## src/sv/uitfr_pkg.sv

```systemverilog
`timescale 1ns / 1ps

package uitfr_pkg;

  // Default frame buffer depth in bytes
  localparam int unsigned BUF_DEPTH_DEF = 256;

  // Register reset values
  localparam logic [15:0] IDLE_PERIOD_RST   = 16'd999;
  localparam logic [15:0] TICK_PRESCALE_RST = 16'd7199;

  // Field widths
  localparam int unsigned OPCODE_W = 2;
  localparam int unsigned BYTE_W   = 8;
  localparam int unsigned INDEX_W  = 8;
  localparam int unsigned COUNT_W  = 9;
  localparam int unsigned REG_W    = 16;
  localparam int unsigned CFG_IDX_W = 8;

  // Item kinds carried in in_tuser
  typedef enum logic [OPCODE_W-1:0] {
    OP_BYTE  = 2'd0,
    OP_TICK  = 2'd1,
    OP_CLEAR = 2'd2,
    OP_READ  = 2'd3
  } opcode_t;

  // Configuration register indexes
  localparam logic [CFG_IDX_W-1:0] CFG_IDLE_PERIOD   = 8'd0;
  localparam logic [CFG_IDX_W-1:0] CFG_TICK_PRESCALE = 8'd1;

endpackage

```

## src/sv/uart_idle_timeout_frame_receiver.sv

```systemverilog
`timescale 1ns / 1ps

// Channel | Direction | Handshake           | Payload
// in_     | sink      | in_tvalid/in_tready | tuser: opcode; tdata: rx_byte, read_index
// out_    | source    | out_tvalid/out_tready | tdata: byte_count, frame_done, read_data
// cfg_    | sink      | cfg_valid/cfg_ready | cfg_index, cfg_data (16-bit register)
//
// One item per cycle while in_tready is high; one result per item, in the next cycle.
// Control state updates at the input transfer; the frame buffer memory is written
// for a byte and read for a read, its registered read port supplies the read data.
// in_tready drops only while a result waits on a low out_tready.
// Synchronous active-low reset; no clearing pass, the fill count masks stale bytes.
module uart_idle_timeout_frame_receiver #(
  parameter int unsigned BUF_DEPTH = uitfr_pkg::BUF_DEPTH_DEF
) (
  input  logic                               clk,
  input  logic                               rst_n,
  // Input stream
  input  logic                               in_tvalid,
  output logic                               in_tready,
  input  logic [15:0]                        in_tdata,   // [7:0] rx_byte, [15:8] read_index
  input  logic [uitfr_pkg::OPCODE_W-1:0]     in_tuser,   // [1:0] opcode
  // Result stream
  output logic                               out_tvalid,
  input  logic                               out_tready,
  output logic [23:0]                        out_tdata,  // [8:0] byte_count, [9] frame_done,
                                                         // [17:10] read_data, [23:18] zero
  // Configuration writes
  input  logic                               cfg_valid,
  output logic                               cfg_ready,
  input  logic [uitfr_pkg::CFG_IDX_W-1:0]    cfg_index,
  input  logic [uitfr_pkg::REG_W-1:0]        cfg_data
);

  localparam int unsigned AW    = $clog2(BUF_DEPTH);
  localparam int unsigned CNT_W = $clog2(BUF_DEPTH + 1);
  localparam int unsigned CMP_W = (CNT_W > uitfr_pkg::INDEX_W) ? CNT_W : uitfr_pkg::INDEX_W;

  // Input fields
  uitfr_pkg::opcode_t                 op;
  logic [uitfr_pkg::BYTE_W-1:0]       rx_byte;
  logic [uitfr_pkg::INDEX_W-1:0]      read_index;
  logic                               in_xfer;

  // Registers and state
  logic [uitfr_pkg::REG_W-1:0] idle_period_r;
  logic [uitfr_pkg::REG_W-1:0] tick_prescale_r;
  logic [CNT_W-1:0]            count_r, count_nxt;
  logic                        done_r, done_nxt;
  logic                        run_r, run_nxt;
  logic [uitfr_pkg::REG_W-1:0] idle_cnt_r, idle_cnt_nxt;
  logic [uitfr_pkg::REG_W-1:0] pre_cnt_r, pre_cnt_nxt;
  logic                        out_valid_r;
  logic                        rd_ok_r, rd_ok_nxt;

  // Memory interface
  logic                        mem_wr_en;
  logic                        mem_rd_en;
  logic [uitfr_pkg::BYTE_W-1:0] mem_rd_data;

  assign op         = uitfr_pkg::opcode_t'(in_tuser);
  assign rx_byte    = in_tdata[7:0];
  assign read_index = in_tdata[15:8];

  assign in_tready = !out_valid_r || out_tready;
  assign in_xfer   = in_tvalid && in_tready;
  assign cfg_ready = 1'b1;

  // Per-item state update
  always_comb begin
    count_nxt    = count_r;
    done_nxt     = done_r;
    run_nxt      = run_r;
    idle_cnt_nxt = idle_cnt_r;
    pre_cnt_nxt  = pre_cnt_r;
    rd_ok_nxt    = 1'b0;
    mem_wr_en    = 1'b0;
    mem_rd_en    = 1'b0;
    if (in_xfer) begin
      case (op)
        uitfr_pkg::OP_BYTE: begin
          if (!done_r) begin
            if (count_r < CNT_W'(BUF_DEPTH)) begin
              idle_cnt_nxt = '0;
              if (count_r == '0) begin
                run_nxt = 1'b1;
              end
              mem_wr_en = 1'b1;
              count_nxt = count_r + CNT_W'(1);
            end else begin
              done_nxt = 1'b1;
            end
          end
        end
        uitfr_pkg::OP_TICK: begin
          if (run_r) begin
            if (pre_cnt_r != tick_prescale_r) begin
              pre_cnt_nxt = pre_cnt_r + 16'd1;
            end else begin
              pre_cnt_nxt = '0;
              if (idle_cnt_r == idle_period_r) begin
                idle_cnt_nxt = '0;
                done_nxt     = 1'b1;
                run_nxt      = 1'b0;
              end else begin
                idle_cnt_nxt = idle_cnt_r + 16'd1;
              end
            end
          end
        end
        uitfr_pkg::OP_CLEAR: begin
          count_nxt = '0;
          done_nxt  = 1'b0;
        end
        uitfr_pkg::OP_READ: begin
          mem_rd_en = 1'b1;
          rd_ok_nxt = CMP_W'(read_index) < CMP_W'(count_r);
        end
        default: begin
        end
      endcase
    end
  end

  // Control state
  always_ff @(posedge clk) begin
    if (!rst_n) begin
      count_r     <= '0;
      done_r      <= 1'b0;
      run_r       <= 1'b0;
      idle_cnt_r  <= '0;
      pre_cnt_r   <= '0;
      out_valid_r <= 1'b0;
      rd_ok_r     <= 1'b0;
    end else begin
      count_r    <= count_nxt;
      done_r     <= done_nxt;
      run_r      <= run_nxt;
      idle_cnt_r <= idle_cnt_nxt;
      pre_cnt_r  <= pre_cnt_nxt;
      if (in_xfer) begin
        out_valid_r <= 1'b1;
        rd_ok_r     <= rd_ok_nxt;
      end else if (out_tready) begin
        out_valid_r <= 1'b0;
      end
    end
  end

  // Configuration registers
  always_ff @(posedge clk) begin
    if (!rst_n) begin
      idle_period_r   <= uitfr_pkg::IDLE_PERIOD_RST;
      tick_prescale_r <= uitfr_pkg::TICK_PRESCALE_RST;
    end else if (cfg_valid && cfg_ready) begin
      if (cfg_index == uitfr_pkg::CFG_IDLE_PERIOD) begin
        idle_period_r <= cfg_data;
      end else if (cfg_index == uitfr_pkg::CFG_TICK_PRESCALE) begin
        tick_prescale_r <= cfg_data;
      end
    end
  end

  // Frame buffer: written at the fill count, read at the requested index
  uitfr_frame_mem #(
    .DEPTH (BUF_DEPTH),
    .AW    (AW)
  ) u_mem (
    .clk     (clk),
    .wr_en   (mem_wr_en),
    .wr_addr (AW'(count_r)),
    .wr_data (rx_byte),
    .rd_en   (mem_rd_en),
    .rd_addr (AW'(read_index)),
    .rd_data (mem_rd_data)
  );

  // Result; count and done only move on a transfer, so they hold under stall
  assign out_tvalid = out_valid_r;
  assign out_tdata  = {6'd0,
                       rd_ok_r ? mem_rd_data : 8'd0,
                       done_r,
                       uitfr_pkg::COUNT_W'(count_r)};

endmodule

```

## src/sv/uitfr_frame_mem.sv

```systemverilog
`timescale 1ns / 1ps

// Frame byte store: one write port, one read port, registered read data.
module uitfr_frame_mem #(
  parameter int unsigned DEPTH = uitfr_pkg::BUF_DEPTH_DEF,
  parameter int unsigned AW    = $clog2(DEPTH)
) (
  input  logic                           clk,
  input  logic                           wr_en,
  input  logic [AW-1:0]                  wr_addr,
  input  logic [uitfr_pkg::BYTE_W-1:0]   wr_data,
  input  logic                           rd_en,
  input  logic [AW-1:0]                  rd_addr,
  output logic [uitfr_pkg::BYTE_W-1:0]   rd_data
);

  logic [uitfr_pkg::BYTE_W-1:0] mem [DEPTH];
  logic [uitfr_pkg::BYTE_W-1:0] rd_data_r;

  // Write port
  always_ff @(posedge clk) begin
    if (wr_en) begin
      mem[wr_addr] <= wr_data;
    end
  end

  // Read port, data held until the next read
  always_ff @(posedge clk) begin
    if (rd_en) begin
      rd_data_r <= mem[rd_addr];
    end
  end

  assign rd_data = rd_data_r;

endmodule

```

## config.mk

```make
export PLATFORM = sky130hd
export DESIGN_NAME = uart_idle_timeout_frame_receiver
export DESIGN_NICKNAME = d
export VERILOG_FILES = /design/src/sv/uitfr_pkg.sv /design/src/sv/uart_idle_timeout_frame_receiver.sv /design/src/sv/uitfr_frame_mem.sv
export SDC_FILE = /design/constraint.sdc
export NUM_CORES = 2
export LEC_CHECK = 0
export BUFFER_PORTS_ARGS = -buffer_cell sky130_fd_sc_hd__clkbuf_2
export CORE_MARGIN = 8
export CORE_UTILIZATION = 25
export CTS_BUF_LIST = sky130_fd_sc_hd__clkbuf_2
export DETAILED_ROUTE_END_ITERATION = 7
export GPL_TIMING_DRIVEN = 0
export PLACE_DENSITY = 0.37
export SETUP_SLACK_MARGIN = 0.4
export SLEW_MARGIN = 20
export SYNTH_ARGS = -nofsm -noshare
export SYNTH_HDL_FRONTEND = slang
export SYNTH_HIERARCHICAL = 1
export SYNTH_SLANG_ARGS = --single-unit
```

## constraint.sdc

```tcl
create_clock -name clk -period 3.45 [get_ports clk]
set_clock_uncertainty 0.2 [all_clocks]
set_input_delay 0.5175 -clock clk [delete_from_list [all_inputs] [get_ports clk]]
set_output_delay 0.5175 -clock clk [all_outputs]
set_load 0.05 [all_outputs]
```

### Word-level counts from Yosys, hierarchy flattened

Memory sizes are Yosys's and may differ from the RTL's. A register that Yosys moved wholly into a read port is not among the register bits.
Index checks and enable logic that the tools add are counted.
Widths: inputs -> output; s select.

* register bits after elaboration: 77
* RAM bits: 2048
* input bits: 47
* output and inout bits: 27
* word-level logic and storage cells: 80
* memories kept: 1

* add/subtract/negate cells: 3
* order comparisons: 2
* eq/ne operators: 12
* mux-type cells: 35
* bitwise operators: 1
* reductions and logical operators: 17

Memory list
* u_mem.mem: words 256, width 8, rd ports 1, clocked after Yosys merged registers in 1, wr ports 1, line uitfr_frame_mem.sv:17 `logic [uitfr_pkg::BYTE_W-1:0] mem [DEPTH];`

Operators by type and width (count)
* $mux 16: 6
* $add 16x1->16 const B: 2
* $pmux 16 s2: 1
* $mux 1: 22
* $mux 9: 2
* $pmux 9 s2: 1
* $eq 16x16->1: 1
* $ne 16x16->1: 1
* $ne 2x2->1 const B: 6
* $reduce_and 5->1: 2
* $add 9x1->9 const B: 1
* $logic_not 9->1: 1
* $lt 8x9->1: 1
* $lt 9x9->1 const B: 1
* $eq 8x1->1 const B: 1
* $logic_not 8->1: 1
* $mux 8: 1
* $reduce_and 3->1: 2
* $reduce_and 6->1: 1
* $reduce_bool 2->1: 3
* $eq 2x2->1 const B: 2
* $reduce_and 4->1: 1
* $pmux 1 s3: 1
* $reduce_bool 3->1: 1
* 8 further kinds: 8

### Longest topological paths before layout

* word-level depth: 7
* depth in mapped cells: 11
* gate-level depth less buffers: 8

### Cells and area by module

Netlist, hierarchy kept.

By module, submodules not included
* uitfr_frame_mem: instances 1, cells each 3733, area an instance 79636.4 sq um, seq. area each 61739.2 sq um
* uart_idle_timeout_frame_receiver: instances 1, cells each 476, area an instance 4166.5 sq um, seq. area each 1541.5 sq um

### Worst setup path after synthesis

Ideal clock, no wire load.

* path type: flip-flop to flip-flop
* from: reg out_valid_r (netlist: out_tvalid)
* to: mem u_mem/mem[234][0] in the netlist's numbering (enable)
* setup time: 0.371 ns
* arrival: 2.806 ns
* data required time: 2.879 ns
* slack: 0.073 ns
* cell stages (with the launch flop): 10
* path buffers: 3
* period minus slack after synthesis: 3.377 ns
* cell sequence: dfxtp_1 > nor2b_1 > inv_1 > nand2_1 > nor2_1 > clkbuf_1 > buf_1 > nand3_1 > clkbuf_1 > nor2_1

* word-level cells in the longest chain between the ends: 6

Ends and longest elaborated chain
* start, declared: line uart_idle_timeout_frame_receiver.sv:53 `logic out_valid_r;`
* start signal, assigned: line uart_idle_timeout_frame_receiver.sv:133 `out_valid_r <= 1'b0;`
* start signal, assigned: line uart_idle_timeout_frame_receiver.sv:142 `out_valid_r <= 1'b1;`
* start signal, assigned: line uart_idle_timeout_frame_receiver.sv:145 `out_valid_r <= 1'b0;`
* $logic_not 1->1: line uart_idle_timeout_frame_receiver.sv:65 `assign in_tready = !out_valid_r || out_tready;`
* $logic_or 1x1->1: line uart_idle_timeout_frame_receiver.sv:65
* via in_tready: line uart_idle_timeout_frame_receiver.sv:20 `output logic in_tready,`
* $logic_and 1x1->1: line uart_idle_timeout_frame_receiver.sv:66 `assign in_xfer = in_tvalid && in_tready;`
* $mux 1: line uart_idle_timeout_frame_receiver.sv:79 `if (in_xfer) begin`
* via mem_wr_en: line uart_idle_timeout_frame_receiver.sv:57 `logic mem_wr_en;`
* $mux 1: line uitfr_frame_mem.sv:22 `if (wr_en) begin`
* $mux 1 (implied by the code): line uitfr_frame_mem.sv:23 `mem[wr_addr] <= wr_data;`
* end, declared: line uitfr_frame_mem.sv:17

The timed path passes the listed nets, and every way through them passes these cells.

### Worst setup path after layout

* from: reg rd_ok_r
* to: out out_tdata[16]

* word-level cells in the longest chain between the ends: 1

Ends and longest elaborated chain
* start, declared: line uart_idle_timeout_frame_receiver.sv:54 `logic rd_ok_r, rd_ok_nxt;`
* start signal, assigned: line uart_idle_timeout_frame_receiver.sv:143 `rd_ok_r <= rd_ok_nxt;`
* $mux 8: line uart_idle_timeout_frame_receiver.sv:181 `rd_ok_r ? mem_rd_data : 8'd0,`
* end, declared: line uart_idle_timeout_frame_receiver.sv:26 `output logic [23:0] out_tdata,`

No other way between the ends.

==> flow_summary.toml <==
[die]
num_io_pins = 74
initial_core_util_pct = 25.1
die_x_um = 595
dieHeight_um = 595
num_rows = 212
dieArea_um2 = 354000
coreArea_um2 = 334000

[sta]
slew_violations = 0
tightest_slew_ns = 1.11
period_needed_ns = 3.66
finalHoldViolCount = 0
setup_slack_ns = -0.214
fin_crit_sh_pct = 106
setup_viol = 9
fin_hold_ws_ns = 0.179
slew_headroom_pct = 25.8
max_freq_ghz = 0.273
rsz0062_at_grt = "true"

[routing]
ant_nets = 0
via_per_inst = 4.80
wirelength_um = 329000
drtPass1Iterations = 5
post_drt_wl_per_cell_um = 32.8
drt_iter0_markers = 4891
drc = 0
vias = 48204

[clocking]
cts_buffers = 595
h-tree-depth = 6
clock_sinks = 2133
cts_tree = "built"
ctsLongestPathBuffers = 4
insertion_delay_ns = 2.01
path_clk_slew_ns = 0.10
clock-root-buffer = "clkbuf_2"

[global_route]
antenna_found_initial = 35
grt_pass1_vias = 49081
grt_remaining_overflow = 0
grt_max_degree = 105
grt_pass1_wl_um = 436000
grt_usage_pct = 17.9

[critical_path]
cp_max_fo = 5
end_kind = "output port"
criticalPathCategory = "register to output port"
crit_required_ns = 2.73
worstPathCellList = "buf_12 > and2_4 > clkbuf_16"
cp.arrival_ns = 2.95
ff2ff_path_depth = 6
cp_slowest_cell = "dfxtp_4"
cp_slowest_stage_delay_ns = 0.37
start_kind = "register"

[yosys]
synth_edf_count = 2056
syn_avg_cell_area_um2 = 19.9
synth_top_area_share_pct = 73.7
ys.flop_type = "edfxtp_1"
ys_top_cells_by_count = "edfxtp_1, mux4_2, nor2_1, mux2i_1, a22oi_1"
async_flop_share_pct = 0
synth_cells = 4209
syn_area_um2 = 83800
yosysSeqAreaShare_pct = 75.5
synth.most_common_cell = "edfxtp_1"
ys_ff_latch = 2133
ys_warn_count = 6
synthTopCellsByArea = "edfxtp_1, mux4_2, mux2i_1"
synth.distinct_cells = 78
synth_largest_area_cell = "edfxtp_1"

[power_and_ir_drop]
power_mw = 50.8
switching_share_pct = 27.3
p_leak_nw = 32.6
comb_power_share_pct = 7.0
power_per_cell_area_nw_per_um2 = 494
clkPwrFrac_pct = 37.2
ir_worst_vdd_v = 0.000251
intPower_mw = 36.9
sequentialPowerShare_pct = 55.8
switchingPower_mw = 13.9

[placement]
portBuffers = 66
hpwl_um = 222000
place_congestion = 0.893
place_area_um2 = 91300

[min_path]
min_path_cells = 8
hold_class = "input port to register"

[cells_and_area]
nNetsFinal = 5270
area_growth_pct = 22.7
stdcell_area_um2 = 103000
drive_above_1_share_pct = 39.4

[run]
drv_cap = 0

[outcome]
violations = "negative setup slack"
status = "complete, but fails checks"
-- worst paths after layout --
check                          end             start  slack [ns]
setup / recovery     out_tdata[16]           rd_ok_r       -0.21
hold / removal              done_r        out_tready        0.18
setup reg to reg  u_mem/rd_data[4]  u_mem/mem[82][4]        0.37
hold reg to reg   idle_period_r[5]  idle_period_r[5]        0.31
-- final cells by class --
cell class	instances	area, µm²
diodes	9	22.5
clock inverters	176	1160
well taps	4387	5490
inverters	23	87.6
flip-flops and latches	2133	63300
clock buffers	850	4250
fillers	32939	231000
multi-input cells	1802	21300
repair buffers	397	5180
plain buffers	256	2060
-- flip-flops by register name, summed over array words and instances, names as in the netlist --
register         flops
idle_cnt_r          16
idle_period_r       16
u_mem/mem         2048
out_tvalid           1
tick_prescale_r     16
run_r                1
rd_ok_r              1
u_mem/rd_data        8
count_r              9
done_r               1
pre_cnt_r           16
-- metal layers --
layer | GRT usage (%) | vias up | routed length (µm)
li1 | - | 19781 | -
met5 | 0 | - | 56
met3 | 3.63 | 545 | 22000
met4 | 6.79 | 10 | 12400
met2 | 28.1 | 1914 | 152000
met1 | 24.5 | 25954 | 143000
-- power by group through the flow --
| stage | clock [mW] | sequential, mW | combinational (mW) |
|---|---|---|---|
| 6_report | 18.9 | 28.3 | 3.56 |
| 5_1_grt | 20.9 | 28.3 | 3.67 |
| 4_1_cts | 19.7 | 28.3 | 3.57 |
| 3_5_place_dp | 0 | 28.9 | 3.35 |
| 3_3_place_gp | 0 | 29.1 | 3.18 |
| 2_1_floorplan | 0 | 28.9 | 1.36 |
-- worst max-delay path, delay by kind of cell, from the launching register on --
| kind | cells | cell delay, ns |
|---|---|---|
| buf+inv | 2 | 0.32 |
| flops | 1 | 0.37 |
| simple gates | 1 | 0.24 |
-- placed cells by master (no fill, tap or decap), types with 21 or more instances in the layout --
cell and count:
edfxtp_1 2056, clkbuf_2 930, mux4_2 454, nor2_4 218, mux2i_1 167, dlygate4sd3_1 149
a22oi_1 133, a21oi_1 111, buf_4 107, clkinv_1 102, buf_12 78, nand2_1 76
dfxtp_1 65, nor2_1 57, buf_2 53, nor2_2 46, o221ai_1 46, xnor2_1 43
nor2b_1 43, o22ai_1 40, clkbuf_1 35, buf_16 34, nand3_1 32, nand4_1 26
buf_6 24, clkbuf_16 24, buf_8 23, inv_1 21, clkbuf_4 21, inv_6 21
-- through the flow --
step	utilization (%)	setup WS (ns)	std cells	setup TNS, ns
2_1_floorplan	-	0.396	4214	0
3_3_place_gp	27.0	-4.39	8667	-8758.60
3_5_place_dp	27.4	-3.20	8712	-2327.89
4_1_cts	30.4	-0.594	9981	-146.37
5_1_grt	30.8	-0.449	10025	-4.23
6_report	30.8	-0.214	10033	-1.23
-- cells by family (layout without fill, tap and decap cells) --
logic type	Yosys count	count (layout)	synth area share [%]
simple gates	666	666	3.81
compound gates	439	439	3.66
fa+ha+maj	15	15	0.224
xor+xnor	51	51	0.542
flops	2133	2133	75.5
other cells	2	16	0.00896
buf+inv	279	1702	1.98
mux	624	624	14.3
-- repair_timing --
| item | in CTS | in global routing |
|---|---|---|
| resized for setup | 475 | 218 |
| hold buffers | 162 | 1 |
| pin swaps | 54 | 44 |
| buffers inserted | 81 | 44 |
| endpoints found under the hold margin | 4113 | 25 |
| setup endpoints to repair | 2084 | 2119 |
| gates cloned | 0 | 2 |
(Power assumes the default switching activity.)
